`src/rtl/hst_ram.sv`:
```
// Generic single-write, single-read RAM with registered read data.
module hst_ram #(
    parameter int WIDTH = 8,
    parameter int DEPTH = 256
) (
    input  logic                     i_clk,
    input  logic                     i_we,
    input  logic [$clog2(DEPTH)-1:0] i_waddr,
    input  logic [WIDTH-1:0]         i_wdata,
    input  logic [$clog2(DEPTH)-1:0] i_raddr,
    output logic [WIDTH-1:0]         o_rdata
);
    logic [WIDTH-1:0] r_mem [DEPTH];
    logic [WIDTH-1:0] r_rdata;

    // Write port and registered read port.
    always_ff @(posedge i_clk) begin
        if (i_we) begin
            r_mem[i_waddr] <= i_wdata;
        end
        r_rdata <= r_mem[i_raddr];
    end

    assign o_rdata = r_rdata;
endmodule

```
`config.mk`:
```
export PLATFORM = sky130hd
export DESIGN_NAME = hst_ram
export DESIGN_NICKNAME = d
export VERILOG_FILES = /design/src/rtl/hst_ram.sv
export SDC_FILE = /design/constraint.sdc
export NUM_CORES = 2
export LEC_CHECK = 0
export ABC_AREA = 1
export BUFFER_PORTS_ARGS = -buffer_cell sky130_fd_sc_hd__buf_2
export CAP_MARGIN = 20
export CORE_AREA = 2 2 420 339
export CTS_CLUSTER_DIAMETER = 50
export CTS_CLUSTER_SIZE = 16
export DETAILED_ROUTE_END_ITERATION = 10
export DIE_AREA = 0 0 422 341
export GPL_TIMING_DRIVEN = 1
export PLACE_DENSITY_LB_ADDON = 0.25
export SYNTH_ARGS = -nofsm -noshare
export SYNTH_HDL_FRONTEND = slang
export SYNTH_SLANG_ARGS = --single-unit
export TNS_END_PERCENT = 5
```
`constraint.sdc`:
```
create_clock -name i_clk -period 3.25 [get_ports i_clk]
set_clock_uncertainty 0.2 [all_clocks]
set_input_delay 0.1625 -clock i_clk [delete_from_list [all_inputs] [get_ports i_clk]]
set_output_delay 0.1625 -clock i_clk [all_outputs]
set_load 0.02 [all_outputs]
```
# [Word-level counts from Yosys, hierarchy flattened]
# Memories as Yosys holds them, arrays and structs flattened. A register that Yosys moved wholly into a read port is not among the register bits.
# Cells that the tools add are included.
[totals] ramBits=2048 wordCells=3 input_bits=26 out_inout_bits=8 ff_bits=0 n_memories=1
[memory_table] name="r_mem" words=256 width=8 read_ports=1 rd_ports_with_merged_regs=1 wr=1 line="13" text="logic [WIDTH-1:0] r_mem [DEPTH];"
[op_classes] n_mux=2
[op_table] op="2-to-1 mux 1 bit" count=2

# [Depth between registers and ports, before layout]
[logic_depth] word_depth=2 depth_mapped=15 ltp_nobuf=11

# [Worst setup path before layout]
# OpenSTA, ideal clock, no wires.
[synth_timing] path_kind="input port to flip-flop" from="input port i_we" to="memory r_mem[162][0], enable pin" t_required_ps=2680 arrival_time_ps=1284 setup_ps=370 path_stages=4 path_buffers=2 setup_slack_ps=1396 path_cell_list="clkbuf_1 nand3_1 clkbuf_1 nor2_1"
[synth_between] elab_chain_cells=2
[synth_lines] element="start, declared" line="7" text="input logic i_we,"
[synth_lines] element="2-to-1 mux 1 bit" line="18" text="if (i_we) begin"
[synth_lines] element="2-to-1 mux 1 bit (not written as such)" line="19" text="r_mem[i_waddr] <= i_wdata;"
[synth_lines] element="end, declared" line="13"
# Every way passes these cells.

==> impl_metrics.toml <==
[status]
status = "complete, no violations"

[final_layout]
mostFrequentLayoutCell = "nand2_1"
mostFrequentLayoutCells = "nand2_1, edfxtp_1, nand3_1"
stdcell_count = 9017
design.final.nets = 7080
growth_of_design_area_from_synthesis_to_finish_pct = 10.2
num-fill-cells = 10100
fraction_of_final_layout_cells_with_drive_strength_greater_than_1_pct = 8.14

[cts]
worst_skew_pair_later_pin_latency_ps = 830
clock_tree.htree_level_count = 4
cts_setup_buffers = 0
clock_tree_root_driver_cell = "clkbuf_16"
clk_path_buf_depth = 3
clkTransAtPathRegs_ps = 70
clock-sinks = 2056
numCtsBuffers = 163
tritoncts_clock_tree = "yes"

[placed_design]
dp_cells = 8743
portBuffers = 33
detailedPlace.worstSlack_ps = 335
dpl.hpwl_um = 128000
place.gp.congestion = 0.969

[critical_path]
critical_path.endpoint = "o_rdata[1]"
cp-end-kind = "flip-flop"
r2r.worst_path.cells = 12
timing.critical_path.max_delay_family = "simple AND/OR/NAND/NOR gates"
required_ps = 3760
crit_fanout = 1
critical_path.cell_chain = "nand2_1 > nand3_1 > nand3_1 > nand3_1 > nand3_1 > nand3_1 > nand3_1 > nand2_1 > nand2_1 > dlygate4sd3_1 > nand2_1 > dlygate4sd3_1"
crit_path_top_delay_cell = "dlygate4sd3_1"
crit_buf_inv = 2
reg2reg_to = "o_rdata[1]"
crit_type = "reg -> reg"
cp-startpoint = "r_mem[233][1]"
crit_top_cell = "nand3_1"
cpPeakStageDelay_ps = 560
setup.reg_to_reg.worst_slack_ps = 130
worstPathArrival_ps = 3620
cp_num_cells = 12
worstSetupStartpointType = "flip-flop"
r2r_start = "r_mem[233][1]"

[yosys]
yosys-mux-area-fraction_pct = 0
synthesized_area_um2 = 83400
syn-instance-count = 7003
synth_largest_type_area_fraction_pct = 73.7
synth_top_family_by_area = "simple AND/OR/NAND/NOR gates"
synth_compound_gate_area_share_pct = 0
synth_seq_cells = 2056
avgSynthCellArea_um2 = 11.9
synthesis.nets = 7029
synth_top_cell_by_area = "edfxtp_1"
xor_xnor_share_of_the_synthesized_area_pct = 0
synth_cell_type_count = 14
synthSimpleGateAreaFrac_pct = 22.9
synth_adder_area_share_pct = 0
synth_top_cells_by_area = "edfxtp_1, nand3_1, nand2_1"
seq_area_frac_synth_pct = 73.9
ys.warnings.count = 0

[grt]
use_met2_pct = 46.0
grt_overflow = 0
track_usage_pct = 30.9
grt_first_pass_wirelength_um = 333000
grt_max_degree = 120
global_route.usage.met1_pct = 45.7
gr-usage-met3_pct = 6.22
first_global_vias = 52100
busiest_layer = "met2"
initial_antenna_violation_count = 4

[floorplan]
core_um2 = 140000
initial_utilization_pct = 59.7
std_cell_rows = 123
total_die_area_um2 = 144000
top_level_ports = 34
dieHeight_um = 341
die_width_um = 422

[detailed_routing]
dr.first_iter.drc_count = 8928
vias_per_cell = 6.22
overall_via_count_from_detail_route = 56100
first_pass_iters = 6
wl_per_cell_um = 24.8
antenna_left = 0
finalWirelength_um = 223000
drcViolationCount = 0

[sta]
final.period_utilization_pct = 96.0
setup_slack_ps = 131
setup_repair_after_global_routing_missed_its_margin = "no"
slew_viol_final = 0
min_period_ps = 3120
fmax_ghz = 0.321
tightestPinTransition_ps = 992
finalSetupTns_ps = 0
max-slew-margin-rel_pct = 33.7
timing_hold_violations_final = 0
setup_viol = 0

[pwr]
power.ir.vdd_worst_mv = 0.641
power.static_leakage_nw = 32.1
total_power_w = 0.0520
power-per-cell-area_nw_per_um2 = 566

[hold_path]
min-delay-path-class = "in -> reg"

[run]
maxCapViolations = 0
-- where the power goes --
group | switching (W) | internal [W] | total, W
Clock | 0.00928 | 0.0101 | 0.0194
Combinational | 0.00257 | 0.000876 | 0.00345
Sequential | 0.0000238 | 0.0292 | 0.0292
-- state kept, by name (all words and copies together) (netlist names) --
signal / count
o_rdata: 8
r_mem: 2048
-- metal layers --
layer  vias up  routed length, um
met4         0               7700
met5         -                  0
met2      3501             102000
met3       439              26100
met1     27300              88100
li1      24900                  -
-- tightest hold or removal path, stage by stage --
cell and delay, ps:
buf_8 200, nand3_1 130, nand3_1 100, nand3_1 100
nand3_1 60, nand3_1 70, nand3_1 70, nand2_1 60
nand2_1 50, nand2_1 50
-- worst min path at each step --
stage                     slack (ps)          end  cells after the start       start
final                             80   o_rdata[3]                     10  i_raddr[1]
after global routing              90  r_mem[3][1]                      2  i_wdata[1]
after CTS                         20   o_rdata[3]                     10  i_raddr[1]
after detailed placement         330  r_mem[1][1]                      1  i_wdata[1]
after global placement           330  r_mem[3][1]                      1  i_wdata[1]
after floorplan                   60  r_mem[0][0]                      0  i_wdata[0]
-- kinds of logic after synthesis --
group,after synthesis
flip-flops,2056
AND/OR/NAND/NOR,4425
buffers and inverters,522
-- stage by stage --
stage,cell area [um^2],hold slack (ps),util [%]
2_1_floorplan,83400,61.4,-
3_3_place_gp,86800,328,62.1
3_5_place_dp,86800,329,62.1
4_1_cts,91900,18.3,65.8
5_1_grt,91900,90.0,65.8
6_report,91900,77.5,65.8
-- cell type report --
type | count | area [um^2] | area share, %
antenna | 6 | 15.0 | 0.0163
clock buffer | 178 | 4210 | 4.58
clock inverter | 69 | 746 | 0.811
inverter | 39 | 180 | 0.196
multi-input combinational | 4425 | 19100 | 20.8
sequential | 2056 | 61700 | 67.1
tap | 1875 | 2350 | 2.55
timing repair buffer | 369 | 3640 | 3.96
-- cells in the mapped netlist --
cell type,instances
clkbuf_1,112
nand3_1,2019
nand2_1,2123
inv_1,36
nor2_1,283
buf_1,40
buf_6,16
edfxtp_1,2048
inv_4,1
buf_8,1
buf_2,268
buf_4,46
inv_2,2
dfxtp_1,8
-- timing repair --
item | in CTS | in global routing
hold endpoints to repair | 1911 | 0
endpoints found under the setup margin | 0 | 0
hold buffers | 21 | 0
gates resized for setup | 0 | 0
(Power assumes the default switching activity.)
