`src/rtl/hst_pkg.sv`:
```
// Shared types and constants of the hashed symbol table.
package hst_pkg;

    // FNV-1a 64-bit constants.
    localparam logic [63:0] FNV_BASIS = 64'hcbf29ce484222325;
    localparam logic [7:0]  FNV_PRIME_LOW = 8'hb3;

    // Result status codes.
    localparam logic [2:0] ST_NOT_FOUND = 3'd0;
    localparam logic [2:0] ST_FOUND     = 3'd1;
    localparam logic [2:0] ST_INSERTED  = 3'd2;
    localparam logic [2:0] ST_PRESENT   = 3'd3;
    localparam logic [2:0] ST_FULL      = 3'd4;
    localparam logic [2:0] ST_TOO_LONG  = 3'd5;

    // Commands.
    localparam logic CMD_SEARCH = 1'b0;
    localparam logic CMD_INSERT = 1'b1;

    // One complete name handed from the front to the back.
    typedef struct packed {
        logic        cmd;
        logic        overflow;
        logic [63:0] hash;
    } t_job;

    // One result word.
    typedef struct packed {
        logic [2:0] status;
        logic [7:0] slot;
    } t_res;

    // One FNV-1a step; the prime is 2^40 + 2^8 + 0xb3.
    function automatic logic [63:0] fnv_step(input logic [63:0] h, input logic [7:0] b);
        logic [63:0] x;
        x = h ^ {56'd0, b};
        return (x << 40) + (x << 8) + (x * {56'd0, FNV_PRIME_LOW});
    endfunction

endpackage

```
`src/rtl/hst_front.sv`:
```
// Front end: hashes name bytes, buffers the key and forms one job per name.
module hst_front #(
    parameter int MAX_NAME_CHARS = 32
) (
    input  logic                                  i_clk,
    input  logic                                  i_rst_n,
    input  logic                                  i_push,
    input  logic                                  i_full,
    input  logic                                  i_bank,
    input  logic                                  i_cmd,
    input  logic [7:0]                            i_name_byte,
    input  logic                                  i_name_last,
    output logic                                  o_key_we,
    output logic [$clog2(2*MAX_NAME_CHARS)-1:0]   o_key_waddr,
    output logic [7:0]                            o_key_wdata,
    output logic                                  o_job_push,
    output hst_pkg::t_job                         o_job,
    output logic [$clog2(MAX_NAME_CHARS+1)-1:0]   o_job_len
);
    localparam int LW = $clog2(MAX_NAME_CHARS + 1);
    localparam int KW = $clog2(2 * MAX_NAME_CHARS);

    logic [63:0]   r_hash;
    logic [LW-1:0] r_len;
    logic          r_ovf;
    logic          accept;
    logic          room;
    logic [63:0]   n_hash;
    logic [LW-1:0] n_len;
    logic          n_ovf;

    assign accept = i_push && !i_full;
    assign room   = (r_len < LW'(MAX_NAME_CHARS));
    assign n_hash = hst_pkg::fnv_step(r_hash, i_name_byte);
    assign n_len  = room ? r_len + LW'(1) : r_len;
    assign n_ovf  = r_ovf || !room;

    // Key bytes go to the bank that belongs to the queue entry being filled.
    assign o_key_we    = accept && room;
    assign o_key_waddr = (i_bank ? KW'(MAX_NAME_CHARS) : KW'(0)) + KW'(r_len);
    assign o_key_wdata = i_name_byte;

    // The last byte closes the name and hands a job over.
    assign o_job_push    = accept && i_name_last;
    assign o_job.cmd      = i_cmd;
    assign o_job.overflow = n_ovf;
    assign o_job.hash     = n_hash;
    assign o_job_len      = n_len;

    // Running hash, length and overflow flag.
    always_ff @(posedge i_clk) begin
        if (!i_rst_n) begin
            r_hash <= hst_pkg::FNV_BASIS;
            r_len  <= '0;
            r_ovf  <= 1'b0;
        end else if (accept) begin
            if (i_name_last) begin
                r_hash <= hst_pkg::FNV_BASIS;
                r_len  <= '0;
                r_ovf  <= 1'b0;
            end else begin
                r_hash <= n_hash;
                r_len  <= n_len;
                r_ovf  <= n_ovf;
            end
        end
    end
endmodule

```
`config.mk`:
```
export PLATFORM = sky130hd
export DESIGN_NAME = hst_front
export DESIGN_NICKNAME = d
export VERILOG_FILES = /design/src/rtl/hst_pkg.sv /design/src/rtl/hst_front.sv
export SDC_FILE = /design/constraint.sdc
export NUM_CORES = 1
export LEC_CHECK = 0
export BUFFER_PORTS_ARGS = -buffer_cell sky130_fd_sc_hd__buf_2
export CAP_MARGIN = 20
export CORE_MARGIN = 10
export CORE_UTILIZATION = 40
export CTS_CLUSTER_DIAMETER = 200
export DETAILED_ROUTE_END_ITERATION = 16
export HOLD_SLACK_MARGIN = 0.02
export PLACE_DENSITY = 0.59
export SLEW_MARGIN = 0
export SYNTH_ARGS = -nofsm -noshare
export SYNTH_HDL_FRONTEND = slang
export SYNTH_SLANG_ARGS = --single-unit
```
`constraint.sdc`:
```
create_clock -name i_clk -period 8.1 [get_ports i_clk]
set_clock_uncertainty 0.2 [all_clocks]
set_input_delay 0.405 -clock i_clk [delete_from_list [all_inputs] [get_ports i_clk]]
set_output_delay 0.405 -clock i_clk [all_outputs]
set_load 0.01 [all_outputs]
```
**Yosys cells after proc, flatten, opt, wreduce, memory -nomap -nowiden**

Cells that the tools add are included.

- Bits of input ports: 15
- Logic and storage cells: 21
- Register bits after elaboration: 71

- Reductions and logical operators: 6
- Mux-type cells: 5
- $mul: 1
- Bitwise operators: 1
- $lt $le $gt $ge: 1
- $add $sub $neg: 4

Operators with widths:

| kind | count |
|---|---|
| $add A64 B64 Y64 | 2 |
| $mul A64 B8 Y64 const B | 1 |
| $mux W64 | 1 |
| $xor A64 B8 Y64 | 1 |
| $mux W6 | 3 |
| $add A6 B1 Y6 const B | 1 |
| $add A6 B6 Y6 | 1 |
| $lt A6 B6 Y1 const B | 1 |
| $logic_and A1 B1 Y1 | 3 |
| $logic_not A1 Y1 | 2 |
| $logic_or A1 B1 Y1 | 1 |
| $mux W1 | 1 |

**Longest topological paths before layout**

- Word-level depth: 4
- Gate-level depth with buffers: 23
- Gate-level depth less buffers: 22

**Least setup slack after synthesis**

OpenSTA, ideal clock, no wires.

- Path kind: input-to-output
- From: input i_name_byte[4]
- To: output o_job[61] (netlist name)
- Data required time: 7.495 ns
- Setup slack: 2.182 ns
- Arrival time: 5.313 ns
- Path buffers: 0
- Stages on the path: 18
- Cell sequence: xor2_1 inv_1 fa_1 inv_1 ha_1 fa_1 fa_1 ha_1 ha_1 nand3_2 a211oi_2 o211ai_2 a31oi_4 o21ai_2 o41ai_4 a31oi_2 o21bai_1 xor2_1

RTL lines:

| what | line | RTL |
|---|---|---|
| from (decl) | hst_front.sv:11 | `input logic [7:0] i_name_byte,` |
| to (decl) | hst_front.sv:17 | `output hst_pkg::t_job o_job,` |

==> results.cfg <==
[synth]
ys_seq_area_frac = 0.102
synth-edff-count = 0
yosys.cell_types.count = 71
synth_top_area_frac = 0.353
synth_seq_cells = 71
synth_nets = 1878
yosysTopAreaCell = fa_1
async_flop_share = 0
synthFlopType = dfxtp_1
syn_inst = 1390
synth.avg_cell_area_sq_um = 10.0
syn_area_sq_um = 14000
yosys_warnings = 0
yosys-top-cells-area = fa_1, ha_1, dfxtp_1

[die]
die_x_um = 207
rows = 68
start_util = 0.405
core_sq_um = 34500
dieArea_sq_um = 42800
die_y_um = 207
ios = 103

[timing]
setup-tns-final_ps = 0
setup_viol = 0
final.period_utilization = 0.881
finalHoldViolCount = 0
max_freq_mhz = 140
period_needed_ps = 7140
relSlewSlack = 0.351
tightest_slew_ps = 968
rsz0062_at_grt = no
slew_violations = 0
hold_slack_ps = 177

[routing]
viasPerCell = 5.39
drtIter0Drc = 479
routed_wl_um = 38000
wl_per_cell_um = 20.0
vias = 10300
detail-route-antenna-nets = 0
firstDrtPassIters = 5
drc_errors = 0

[place]
place.gp.congestion = 0.908
portBuffers = 100
dpl.hpwl_um = 31600

[worst_setup_path]
path_cells = xor2_1 > inv_1 > fa_1 > inv_1 > ha_1 > fa_1 > fa_1 > ha_1 > ha_1 > nand3_2 > a211oi_2 > o211ai_2 > a31oi_4 > o21ai_2 > o41ai_4 > a31oi_2 > o21bai_1 > xor2_1 > buf_2
cp.required_ps = 7500
critical-path-top-delay-family = adder cells
r2r_cells = 19
r2r-start = r_hash[3]$_SDFFE_PN0P_
cp_num_buf_inv = 3
reg2reg_setup_slack_ps = 1710
critPathLaunchType = flop
arrival_ps = 6530
end_kind = output port
r2r-end = r_hash[45]$_SDFFE_PN0P_
crit_type = flop to output port
cp_max_fo = 7
cpPeakStageDelay_ps = 730
critPathSlowestCell = xor2_1

[clock_tree]
ctsHoldBuffers = 0
clkSlewWorstSetupHoldPaths_ps = 60
tritoncts = built
clkSinkCount = 71
clock_path_buffers = 2
cts-resized-gates = 0
cts-root-buf = clkbuf_16
numCtsBuffers = 9
worstSkewPairLatency_ps = 360
postCtsSetupRepairBufs = 0
h-tree-depth = 3

[finish]
drive_gt1_frac = 0.105
layout_commonest_cell = fa_1
final_nets = 1934
utilization = 0.439
final_cell_mix = fa_1, ha_1, inv_1
syn_to_final_growth_pct = 8.37
fillers = 3335
antennaDiodeCount = 0

[run_status]
outcome = complete, no violations

[job]
max-cap-violations = 0

[min_path]
hold_path_class = input pin to flop
holdPathStages = 4
min_from = i_name_byte[0]
min_delay_worst_endpoint = r_hash[0]$_SDFFE_PN1P_

[grt]
grt-ovfl-total = 0
grt_start_max_net_pins = 52
gr-usage-all-layers = 0.184
antenna_found_initial = 1
grt_first_pass_wirelength_um = 60900
first_global_vias = 10800
Yosys cell counts (6+ instances only):
master and count:
o21ai_0 25, o21a_1 9, nand2b_1 6, a31oi_1 8, a22oi_1 30, o211ai_1 11, nor2_1 78, a21o_1 24
buf_4 15, xnor2_1 56, o21bai_1 18, inv_1 194, nand4_1 21, nand3_1 19, dfxtp_1 71, a21oi_1 76
xor2_1 29, ha_1 227, nand2_1 83, nor3_1 13, fa_1 246, clkbuf_1 42, and3_1 6, nor2b_1 9
per-stage QoR:
| stage | instance area [sq um] | cells | worst slack (ps) |
|---|---|---|---|
| finish | 15100 | 1906 | 960 |
| global route | 15100 | 1906 | 638 |
| CTS | 15100 | 1906 | 932 |
| detailed placement | 14800 | 1890 | 1170 |
| global placement | 14800 | 1890 | 1330 |
| floorplan | 14000 | 1390 | 2180 |
sequential cells by signal, indices dropped and copies added (netlist names):
name and cells:
r_hash 64, r_len 6, r_ovf 1
logic make-up after synthesis:
| logic type | count (synthesis) | synth area share |
|---|---|---|
| fa+ha+maj | 473 | 0.556 |
| buf+inv | 256 | 0.0730 |
| compound gates | 252 | 0.130 |
| simple gates | 251 | 0.0839 |
| xor+xnor | 86 | 0.0545 |
| flops | 71 | 0.102 |
| mux | 1 | 0.000806 |
layout make-up:
cell class | count | area, sq um | share of cell area
Multi-Input combinational cell | 1063 | 11500 | 0.762
Tap cell | 455 | 569 | 0.0376
Inverter | 194 | 728 | 0.0481
Clock inverter | 7 | 97.6 | 0.00645
Sequential cell | 71 | 1420 | 0.0939
Timing Repair Buffer | 107 | 553 | 0.0365
Clock buffer | 9 | 225 | 0.0149
layer usage:
metal / GRT usage / wire, um / vias to the layer above
li1: - / - / 4760
met1: 0.243 / 16900 / 5243
met2: 0.312 / 18600 / 228
met3: 0.0284 / 1910 / 39
met4: 0.0455 / 682 / 2
met5: 0 / 13 / -
worst reg2reg max path: cells and delay by family, from the launching register on:
| family | cells | cell delay, ps |
|---|---|---|
| xor+xnor | 2 | 1040 |
| compound gates | 8 | 1950 |
| flops | 1 | 350 |
| buf+inv | 2 | 170 |
| simple gates | 1 | 250 |
| fa+ha+maj | 6 | 2380 |
how the worst max path moves through the flow:
| stage | startpoint | end | depth (start not counted) |
|---|---|---|---|
| final | r_hash[3]$_SDFFE_PN0P_ | o_job[61] | 19 |
| after global routing | r_hash[3]$_SDFFE_PN0P_ | o_job[61] | 19 |
| after detailed placement | i_name_byte[6] | o_job[61] | 21 |
| after floorplan | i_name_byte[4] | o_job[61] | 18 |
| after global placement | i_name_byte[6] | o_job[61] | 21 |
| after CTS | r_hash[6]$_SDFFE_PN0P_ | o_job[61] | 20 |
Power is not shown: default switching activity piles up to over one toggle a cycle in this logic, so the estimate is an artifact.
